==> config.mk <==
export PLATFORM = sky130hd
export DESIGN_NAME = timer8_pwm_compare
export DESIGN_NICKNAME = d
export VERILOG_FILES = /design/src/tpc_pkg.sv /design/src/tpc_csr.sv /design/src/tpc_core.sv /design/src/timer8_pwm_compare.sv
export SDC_FILE = /design/constraint.sdc
export NUM_CORES = 1
export LEC_CHECK = 0
export BUFFER_PORTS_ARGS = -buffer_cell sky130_fd_sc_hd__buf_2
export CAP_MARGIN = 5
export CELL_PAD_IN_SITES_DETAIL_PLACEMENT = 1
export CELL_PAD_IN_SITES_GLOBAL_PLACEMENT = 2
export CORE_UTILIZATION = 36
export DETAILED_ROUTE_END_ITERATION = 8
export GPL_TIMING_DRIVEN = 0
export HOLD_SLACK_MARGIN = 0.02
export PLACE_DENSITY_LB_ADDON = 0.12
export SKIP_CTS_REPAIR_TIMING = 1
export SYNTH_ARGS = -nofsm -noshare
export SYNTH_HDL_FRONTEND = slang
export SYNTH_SLANG_ARGS = --single-unit
==> constraint.sdc <==
create_clock -name clock -period 6.15 [get_ports clock]
set_clock_uncertainty 0.1 [all_clocks]
set_input_delay 1.23 -clock clock [delete_from_list [all_inputs] [get_ports clock]]
set_output_delay 1.23 -clock clock [all_outputs]
set_load 0.02 [all_outputs]
==> src/tpc_pkg.sv <==
`default_nettype none

package tpc_pkg;

   localparam int unsigned CountWidth     = 8;
   localparam int unsigned PrescaleWidth  = 10;
   localparam int unsigned ModeWidth      = 3;
   localparam int unsigned ClockSelWidth  = 3;
   localparam int unsigned ActionWidth    = 2;
   localparam int unsigned CsrIndexWidth  = 3;
   localparam int unsigned CsrDataWidth   = 8;

   localparam logic [CountWidth-1:0] CountTop    = '1;
   localparam logic [CountWidth-1:0] CountBottom = '0;

   // waveform modes
   localparam logic [ModeWidth-1:0] ModeNormal    = 3'd0;
   localparam logic [ModeWidth-1:0] ModePhasePwm  = 3'd1;
   localparam logic [ModeWidth-1:0] ModeCtc       = 3'd2;
   localparam logic [ModeWidth-1:0] ModeFastPwm   = 3'd3;

   // pin actions
   localparam logic [ActionWidth-1:0] ActNone   = 2'd0;
   localparam logic [ActionWidth-1:0] ActToggle = 2'd1;
   localparam logic [ActionWidth-1:0] ActClear  = 2'd2;
   localparam logic [ActionWidth-1:0] ActSet    = 2'd3;

   // register indexes
   localparam logic [CsrIndexWidth-1:0] RegWaveMode   = 3'd0;
   localparam logic [CsrIndexWidth-1:0] RegClockSel   = 3'd1;
   localparam logic [CsrIndexWidth-1:0] RegCompareA   = 3'd2;
   localparam logic [CsrIndexWidth-1:0] RegCompareB   = 3'd3;
   localparam logic [CsrIndexWidth-1:0] RegActionA    = 3'd4;
   localparam logic [CsrIndexWidth-1:0] RegActionB    = 3'd5;

   typedef struct packed {
      logic [ModeWidth-1:0]     wave_mode;
      logic [ClockSelWidth-1:0] clock_select;
      logic [CountWidth-1:0]    compare_a;
      logic [CountWidth-1:0]    compare_b;
      logic [ActionWidth-1:0]   out_action_a;
      logic [ActionWidth-1:0]   out_action_b;
   } cfg_type;

   // low prescaler bits that must be zero for a counting tick
   function automatic logic [PrescaleWidth-1:0] divisor_mask(
      input logic [ClockSelWidth-1:0] sel
   );
      logic [PrescaleWidth-1:0] mask;
      unique case (sel)
         3'd2:    mask = 10'h007;
         3'd3:    mask = 10'h01F;
         3'd4:    mask = 10'h03F;
         3'd5:    mask = 10'h07F;
         3'd6:    mask = 10'h0FF;
         3'd7:    mask = 10'h3FF;
         default: mask = 10'h000;
      endcase
      return mask;
   endfunction

   // pin level after a compare match
   function automatic logic match_level(
      input logic [ModeWidth-1:0]   mode,
      input logic [ActionWidth-1:0] action,
      input logic                   level,
      input logic                   up
   );
      logic res;
      res = level;
      if (mode == ModeNormal || mode == ModeCtc) begin
         unique case (action)
            ActToggle: res = ~level;
            ActClear:  res = 1'b0;
            ActSet:    res = 1'b1;
            default:   res = level;
         endcase
      end else if (mode == ModePhasePwm) begin
         if (action == ActClear) res = ~up;
         else if (action == ActSet) res = up;
      end else if (mode == ModeFastPwm) begin
         if (action == ActClear) res = 1'b0;
         else if (action == ActSet) res = 1'b1;
      end
      return res;
   endfunction

   // pin level when the counter wraps at top (fast PWM only)
   function automatic logic top_level(
      input logic [ModeWidth-1:0]   mode,
      input logic [ActionWidth-1:0] action,
      input logic                   level
   );
      logic res;
      res = level;
      if (mode == ModeFastPwm) begin
         if (action == ActClear) res = 1'b1;
         else if (action == ActSet) res = 1'b0;
      end
      return res;
   endfunction

endpackage

`default_nettype wire

==> src/tpc_csr.sv <==
`default_nettype none

module tpc_csr (
   input  wire logic                                 clock,
   input  wire logic                                 reset,
   input  wire logic                                 wr_en,
   input  wire logic [tpc_pkg::CsrIndexWidth-1:0]    wr_index,
   input  wire logic [tpc_pkg::CsrDataWidth-1:0]     wr_data,
   output tpc_pkg::cfg_type                          cfg
);
   import tpc_pkg::*;

   cfg_type cfg_ff;
   cfg_type cfg_in;

   always_comb begin
      cfg_in = cfg_ff;
      if (wr_en) begin
         unique case (wr_index)
            RegWaveMode: cfg_in.wave_mode    = wr_data[ModeWidth-1:0];
            RegClockSel: cfg_in.clock_select = wr_data[ClockSelWidth-1:0];
            RegCompareA: cfg_in.compare_a    = wr_data[CountWidth-1:0];
            RegCompareB: cfg_in.compare_b    = wr_data[CountWidth-1:0];
            RegActionA:  cfg_in.out_action_a = wr_data[ActionWidth-1:0];
            RegActionB:  cfg_in.out_action_b = wr_data[ActionWidth-1:0];
            default:     cfg_in = cfg_ff;
         endcase
      end
   end

   always_ff @(posedge clock) begin
      if (reset) begin
         cfg_ff <= '0;
      end else begin
         cfg_ff <= cfg_in;
      end
   end

   assign cfg = cfg_ff;

endmodule

`default_nettype wire

==> src/tpc_core.sv <==
`default_nettype none

module tpc_core (
   input  wire logic                                clock,
   input  wire logic                                reset,
   input  wire tpc_pkg::cfg_type                    cfg,
   input  wire logic                                req_valid,
   output logic                                     req_ready,
   input  wire logic [tpc_pkg::PrescaleWidth-1:0]   req_prescale_count,
   output logic                                     rsp_valid,
   input  wire logic                                rsp_ready,
   output logic [tpc_pkg::CountWidth-1:0]           rsp_count_value,
   output logic                                     rsp_pin_a,
   output logic                                     rsp_pin_b,
   output logic                                     rsp_overflow_flag,
   output logic                                     rsp_match_a_flag,
   output logic                                     rsp_match_b_flag
);
   import tpc_pkg::*;

   // input stage
   logic                     in_valid_ff;
   logic [PrescaleWidth-1:0] pre_ff;

   // timer state
   logic [CountWidth-1:0] counter_ff, counter_in;
   logic                  up_ff, up_in;
   logic                  level_a_ff, level_a_in;
   logic                  level_b_ff, level_b_in;

   // result stage
   logic                  out_valid_ff;
   logic [CountWidth-1:0] out_count_ff;
   logic                  out_pin_a_ff, out_pin_b_ff;
   logic                  out_ovf_ff, out_ma_ff, out_mb_ff;
   logic                  ovf_in, ma_in, mb_in;

   logic                  advance;
   logic                  load;
   logic                  tick;
   logic                  dir_up;
   logic [CountWidth-1:0] stepped;
   logic [CountWidth-1:0] top_a, top_b;
   logic [CountWidth-1:0] after_a;
   logic                  lvl_a_m, lvl_b_m;

   assign advance   = ~out_valid_ff | rsp_ready;
   assign req_ready = ~in_valid_ff | advance;
   assign load      = req_valid & req_ready;

   always_comb begin
      tick = (cfg.clock_select != '0)
          && ((pre_ff & divisor_mask(cfg.clock_select)) == '0);
      dir_up  = (cfg.wave_mode == ModePhasePwm) ? up_ff : 1'b1;
      stepped = dir_up ? counter_ff + 1'b1 : counter_ff - 1'b1;
      top_a   = (cfg.wave_mode == ModeCtc) ? cfg.compare_a : CountTop;
      top_b   = (cfg.wave_mode == ModeCtc) ? cfg.compare_b : CountTop;

      counter_in = counter_ff;
      up_in      = up_ff;
      level_a_in = level_a_ff;
      level_b_in = level_b_ff;
      ovf_in     = 1'b0;
      ma_in      = 1'b0;
      mb_in      = 1'b0;
      after_a    = stepped;
      lvl_a_m    = level_a_ff;
      lvl_b_m    = level_b_ff;

      if (tick) begin
         ovf_in = (cfg.wave_mode == ModePhasePwm) ? (stepped == CountBottom)
                                                  : (stepped == CountTop);
         ma_in  = (stepped == cfg.compare_a);
         mb_in  = (stepped == cfg.compare_b);
         if (ma_in) lvl_a_m = match_level(cfg.wave_mode, cfg.out_action_a, level_a_ff, dir_up);
         if (mb_in) lvl_b_m = match_level(cfg.wave_mode, cfg.out_action_b, level_b_ff, dir_up);
         level_a_in = lvl_a_m;
         level_b_in = lvl_b_m;
         counter_in = stepped;

         if (cfg.wave_mode == ModeNormal || cfg.wave_mode == ModeCtc
               || cfg.wave_mode == ModeFastPwm) begin
            // wrap at top A, then check the result against top B
            if (stepped == top_a) begin
               after_a    = CountBottom;
               level_a_in = top_level(cfg.wave_mode, cfg.out_action_a, lvl_a_m);
            end
            counter_in = after_a;
            if (after_a == top_b) begin
               counter_in = CountBottom;
               level_b_in = top_level(cfg.wave_mode, cfg.out_action_b, lvl_b_m);
            end
         end else if (cfg.wave_mode == ModePhasePwm) begin
            if (!up_ff) begin
               if (stepped == CountBottom) up_in = 1'b1;
            end else if (stepped == CountTop) begin
               up_in = 1'b0;
            end
         end
      end
   end

   always_ff @(posedge clock) begin
      if (reset) begin
         in_valid_ff  <= 1'b0;
         out_valid_ff <= 1'b0;
         counter_ff   <= '0;
         up_ff        <= 1'b1;
         level_a_ff   <= 1'b0;
         level_b_ff   <= 1'b0;
      end else begin
         if (req_ready) begin
            in_valid_ff <= req_valid;
         end
         if (advance) begin
            out_valid_ff <= in_valid_ff;
         end
         if (advance && in_valid_ff) begin
            counter_ff <= counter_in;
            up_ff      <= up_in;
            level_a_ff <= level_a_in;
            level_b_ff <= level_b_in;
         end
      end
   end

   always_ff @(posedge clock) begin
      if (load) begin
         pre_ff <= req_prescale_count;
      end
      if (advance && in_valid_ff) begin
         out_count_ff <= counter_in;
         out_pin_a_ff <= level_a_in;
         out_pin_b_ff <= level_b_in;
         out_ovf_ff   <= ovf_in;
         out_ma_ff    <= ma_in;
         out_mb_ff    <= mb_in;
      end
   end

   assign rsp_valid         = out_valid_ff;
   assign rsp_count_value   = out_count_ff;
   assign rsp_pin_a         = out_pin_a_ff;
   assign rsp_pin_b         = out_pin_b_ff;
   assign rsp_overflow_flag = out_ovf_ff;
   assign rsp_match_a_flag  = out_ma_ff;
   assign rsp_match_b_flag  = out_mb_ff;

endmodule

`default_nettype wire

==> src/timer8_pwm_compare.sv <==
// Path: an accepted item is registered in the input register, then in the result register,
//   and its result leaves from the result register.
// Throughput: one item per cycle while rsp_ready holds; the counter and pin state update
//   in the same cycle the item leaves the input register, so the next item sees it right away.
// Stall: rsp_ready low holds the result; an empty input register still takes one item.
// Reset (synchronous, active high): counter 0, counting up, both pins low, all config 0.
`default_nettype none

module timer8_pwm_compare (
   input  wire logic                                clock,
   input  wire logic                                reset,
   // configuration write channel
   input  wire logic                                csr_valid,
   output logic                                     csr_ready,
   input  wire logic [tpc_pkg::CsrIndexWidth-1:0]   csr_index,
   input  wire logic [tpc_pkg::CsrDataWidth-1:0]    csr_data,
   // tick items in
   input  wire logic                                req_valid,
   output logic                                     req_ready,
   input  wire logic [tpc_pkg::PrescaleWidth-1:0]   req_prescale_count,
   // result items out
   output logic                                     rsp_valid,
   input  wire logic                                rsp_ready,
   output logic [tpc_pkg::CountWidth-1:0]           rsp_count_value,
   output logic                                     rsp_pin_a,
   output logic                                     rsp_pin_b,
   output logic                                     rsp_overflow_flag,
   output logic                                     rsp_match_a_flag,
   output logic                                     rsp_match_b_flag
);
   import tpc_pkg::*;

   cfg_type cfg;

   // registers are always writable; write them only while no item is in flight
   assign csr_ready = 1'b1;

   tpc_csr u_csr (
      .clock    (clock),
      .reset    (reset),
      .wr_en    (csr_valid & csr_ready),
      .wr_index (csr_index),
      .wr_data  (csr_data),
      .cfg      (cfg)
   );

   // hold the tick in the input register, step the timer, and drop the item into
   // the result register
   tpc_core u_core (
      .clock              (clock),
      .reset              (reset),
      .cfg                (cfg),
      .req_valid          (req_valid),
      .req_ready          (req_ready),
      .req_prescale_count (req_prescale_count),
      .rsp_valid          (rsp_valid),
      .rsp_ready          (rsp_ready),
      .rsp_count_value    (rsp_count_value),
      .rsp_pin_a          (rsp_pin_a),
      .rsp_pin_b          (rsp_pin_b),
      .rsp_overflow_flag  (rsp_overflow_flag),
      .rsp_match_a_flag   (rsp_match_a_flag),
      .rsp_match_b_flag   (rsp_match_b_flag)
   );

endmodule

`default_nettype wire

==> results_dict.tcl <==
set metrics [dict create \
    wl_per_cell_um 16.8 \
    nets 515 \
    cp.required_ps 6140 \
    cp_slowest_cell "clkinv_1" \
    drc_errors 0 \
    p_sw_uw 231 \
    r2r_start "u_core.counter_ff[0]" \
    start_util_pct 36.9 \
    max_cap_violations 0 \
    cts_tree "yes" \
    synthArstFlopShare_pct 0 \
    fp-row-count 37 \
    finalPower_uw 852 \
    vias 3342 \
    clk_pin_slew_ps 80 \
    max_freq_mhz 191 \
    cts_max_level 3 \
    min_period_ps 5240 \
    synth_nets 465 \
    combPwrFrac_pct 10.1 \
    dp.cells 609 \
    ios 42 \
    cts_buffers 9 \
    vdd_drop_max_v 0.000128 \
    drive_gt1_share_pct 16.6 \
    syn_avg_cell_area_um2 8.70 \
    diodes 0 \
    post_dp_cell_area_um2 4140 \
    crit_start "u_core.counter_ff[0]" \
    layout.cells.non_filler 625 \
    overflow 0 \
    synth-main-ff-cell "dfxtp_1" \
    endpoint "u_core.rsp_count_value[4]" \
    synthesis.instances 434 \
    antenna_found_initial 0 \
    clock_path_buffers 2 \
    dr.pass1.iters 4 \
    wl_mm 10.5 \
    final_max_slew_viol_count 0 \
    place.detailed.hpwl_mm 8.24 \
    ys_seq_area_share_pct 39.0 \
    netlist_area_um2 3780 \
    drtAntennaViolNets 0 \
    cellLeakagePower_nw 1.61 \
    grtUsageMet1_pct 25.9 \
    clk_latency_ps 340 \
    post-route-period-util_pct 85.2 \
    tightestPinTransition_ps 858 \
    coreArea_um2 10200 \
    gp_congestion 0.812 \
    die_y_um 104 \
    critPathMaxFanout 10 \
    setup_violations 0 \
    grt_setup_unrepaired "false" \
    hold_violations 0 \
    setup_tns_ps 0 \
    area_delta_synth_final_pct 14.3 \
    synth_cell_types 72 \
    grt_pass1_vias 3395 \
    grt.busiest_layer "met2" \
    setup_slack_ps 910 \
    intPower_uw 621 \
    r2r_slack_ps 910 \
    p_clk_share_pct 37.2 \
    place_ws_ps 864 \
    grt_use_met3_pct 3.26 \
    hold_path.class "reg2reg" \
    p_sw_share_pct 27.1 \
    crit_chain "clkbuf_1 > clkinv_1 > ha_1 > clkbuf_1 > xnor2_1 > nor4_1 > nor2_1 > a221o_1 > nor4_2 > o2111ai_1 > a2111o_1 > a22oi_1 > a41o_2 > buf_6 > nor2_1 > a221o_1" \
    grt_max_degree 18 \
    slew_headroom_pct 42.6 \
    io_buffers 39 \
    outcome "completed" \
    worstPathArrival_ps 5230 \
    power_density_nw_per_um2 197 \
    cp-end-kind "flip-flop" \
    power_frac_seq_pct 52.7 \
    yosysWarnings 0 \
    cp_slowest_stage_delay_ps 510 \
    cts-root-buf "clkbuf_8" \
    reg2reg_to "u_core.rsp_count_value[4]" \
    grtUsageTotal_pct 20.5 \
    grt_pass1_wl_mm 17.5 \
    use_met2_pct 35.7 \
    synth_edf_count 23 \
    fillers 1248 \
    worstHoldStart "u_csr.cfg[4]" \
    die_x_um 104 \
    worst_setup_path_start_kind "flip-flop" \
    dieArea_um2 10900 \
    clock_sinks 62 \
    final_cell_area_um2 4320 \
    worst-r2r-cell-count 16 \
    ys_seq_elements 62 \
    avgViaCountPerCell 5.35 \
    detail_route.iter0.violations 141 \
    critical_path_class "reg2reg" \
]
## routing by layer
layer  vias up  part of all wire [%]
met5         -                     0
met4         0                   1.7
met3        13                   3.0
met2        61                    49
met1      1614                    46
li1       1654                     -
## synthesized netlist by cell type (4+ instances only)
| cell type | number | area share, % |
|---|---|---|
| a21oi_1 | 29 | 3.8 |
| and2_1 | 7 | 1.2 |
| and3_1 | 5 | 0.83 |
| buf_6 | 4 | 1.2 |
| clkbuf_1 | 18 | 1.8 |
| dfxtp_1 | 39 | 21 |
| edfxtp_1 | 23 | 18 |
| ha_1 | 5 | 1.7 |
| inv_1 | 8 | 0.79 |
| mux2i_1 | 19 | 5.0 |
| nand2_1 | 49 | 4.9 |
| nand2b_1 | 6 | 0.99 |
| nand3_1 | 13 | 1.7 |
| nand4_1 | 4 | 0.66 |
| nor2_1 | 52 | 5.2 |
| nor2b_1 | 8 | 1.3 |
| nor3_1 | 17 | 2.3 |
| nor3b_1 | 4 | 0.79 |
| nor4_1 | 4 | 0.66 |
| o211ai_1 | 4 | 0.79 |
| o21ai_0 | 17 | 2.3 |
| o31ai_1 | 9 | 1.8 |
| xnor2_1 | 19 | 4.4 |
| xor2_1 | 5 | 1.2 |
## worst min-delay path by stage
stage               depth (start not counted)             to  slack (ps)
finish                                      2   u_csr.cfg[4]         410
global route                                2   u_csr.cfg[7]         430
detailed placement                          2   u_csr.cfg[7]         400
CTS                                         2   u_csr.cfg[7]         410
global placement                            2   u_csr.cfg[4]         390
floorplan                                   2  u_csr.cfg[10]         360
## metrics by stage
| step | util [%] | hold WS, ps |
|---|---|---|
| 2_1_floorplan | - | 357 |
| 3_3_place_gp | 40.5 | 390 |
| 3_5_place_dp | 40.5 | 404 |
| 4_1_cts | 42.2 | 414 |
| 5_1_grt | 42.2 | 433 |
| 6_report | 42.2 | 415 |
## placed cells by master (no fill, tap or decap), drive strengths merged, types with 13 or more instances in the layout
| master | instances |
|---|---|
| nand3 | 13 |
| clkbuf | 27 |
| edfxtp | 23 |
| nor3 | 17 |
| dfxtp | 39 |
| o21ai | 18 |
| nand2 | 49 |
| nor2 | 52 |
| buf | 46 |
| a21oi | 30 |
| mux2i | 19 |
| xnor2 | 20 |
## power by group through the flow
stage / Sequential (mW) / Clock (mW) / Combinational [mW]
floorplan: 0.461 / 0 / 0.0521
global placement: 0.457 / 0 / 0.0852
detailed placement: 0.458 / 0 / 0.0869
CTS: 0.449 / 0.328 / 0.0871
global route: 0.450 / 0.346 / 0.0950
finish: 0.449 / 0.317 / 0.0863
## cell families (layout without fill, tap and decap cells)
group                    count (synthesis)  after routing  synth area share (%)
flip-flops                              62             62                  39.0
adder cells (fa/ha/maj)                  6              6                  1.92
multiplexers                            22             22                  5.93
buffers and inverters                   35             90                  4.54
other                                    1              1                0.0993
AND/OR/NAND/NOR                        189            189                  24.7
AO/OA/AOI/OAI                           92             92                  16.8
XOR/XNOR                                27             27                  7.02
## state kept, by name, indices dropped and copies added (netlist names), 8 cells and up
| signal | flops |
|---|---|
| u_csr.cfg | 26 |
| u_core.counter_ff | 8 |
| u_core.rsp_count_value | 8 |
| u_core.pre_ff | 10 |
## final cells by class
cell class	count	area, um^2	area share [%]
multi-input cells	337	2140	49.5
inverters	10	38.8	0.899
well taps	136	170	3.94
repair buffers	39	195	4.52
plain buffers	25	133	3.07
clock buffers	9	124	2.87
clock inverters	7	47.5	1.10
flip-flops and latches	62	1470	34.1
## critical path, delay by kind of cell, from the launching register on
kind / cells / cell delay [ps]
AO/OA/AOI/OAI: 6 / 1730
XOR/XNOR: 1 / 200
adder cells (fa/ha/maj): 1 / 440
buffers and inverters: 4 / 1510
flip-flops: 1 / 330
AND/OR/NAND/NOR: 4 / 650
Note: power is estimated with default switching activity, not from simulation.
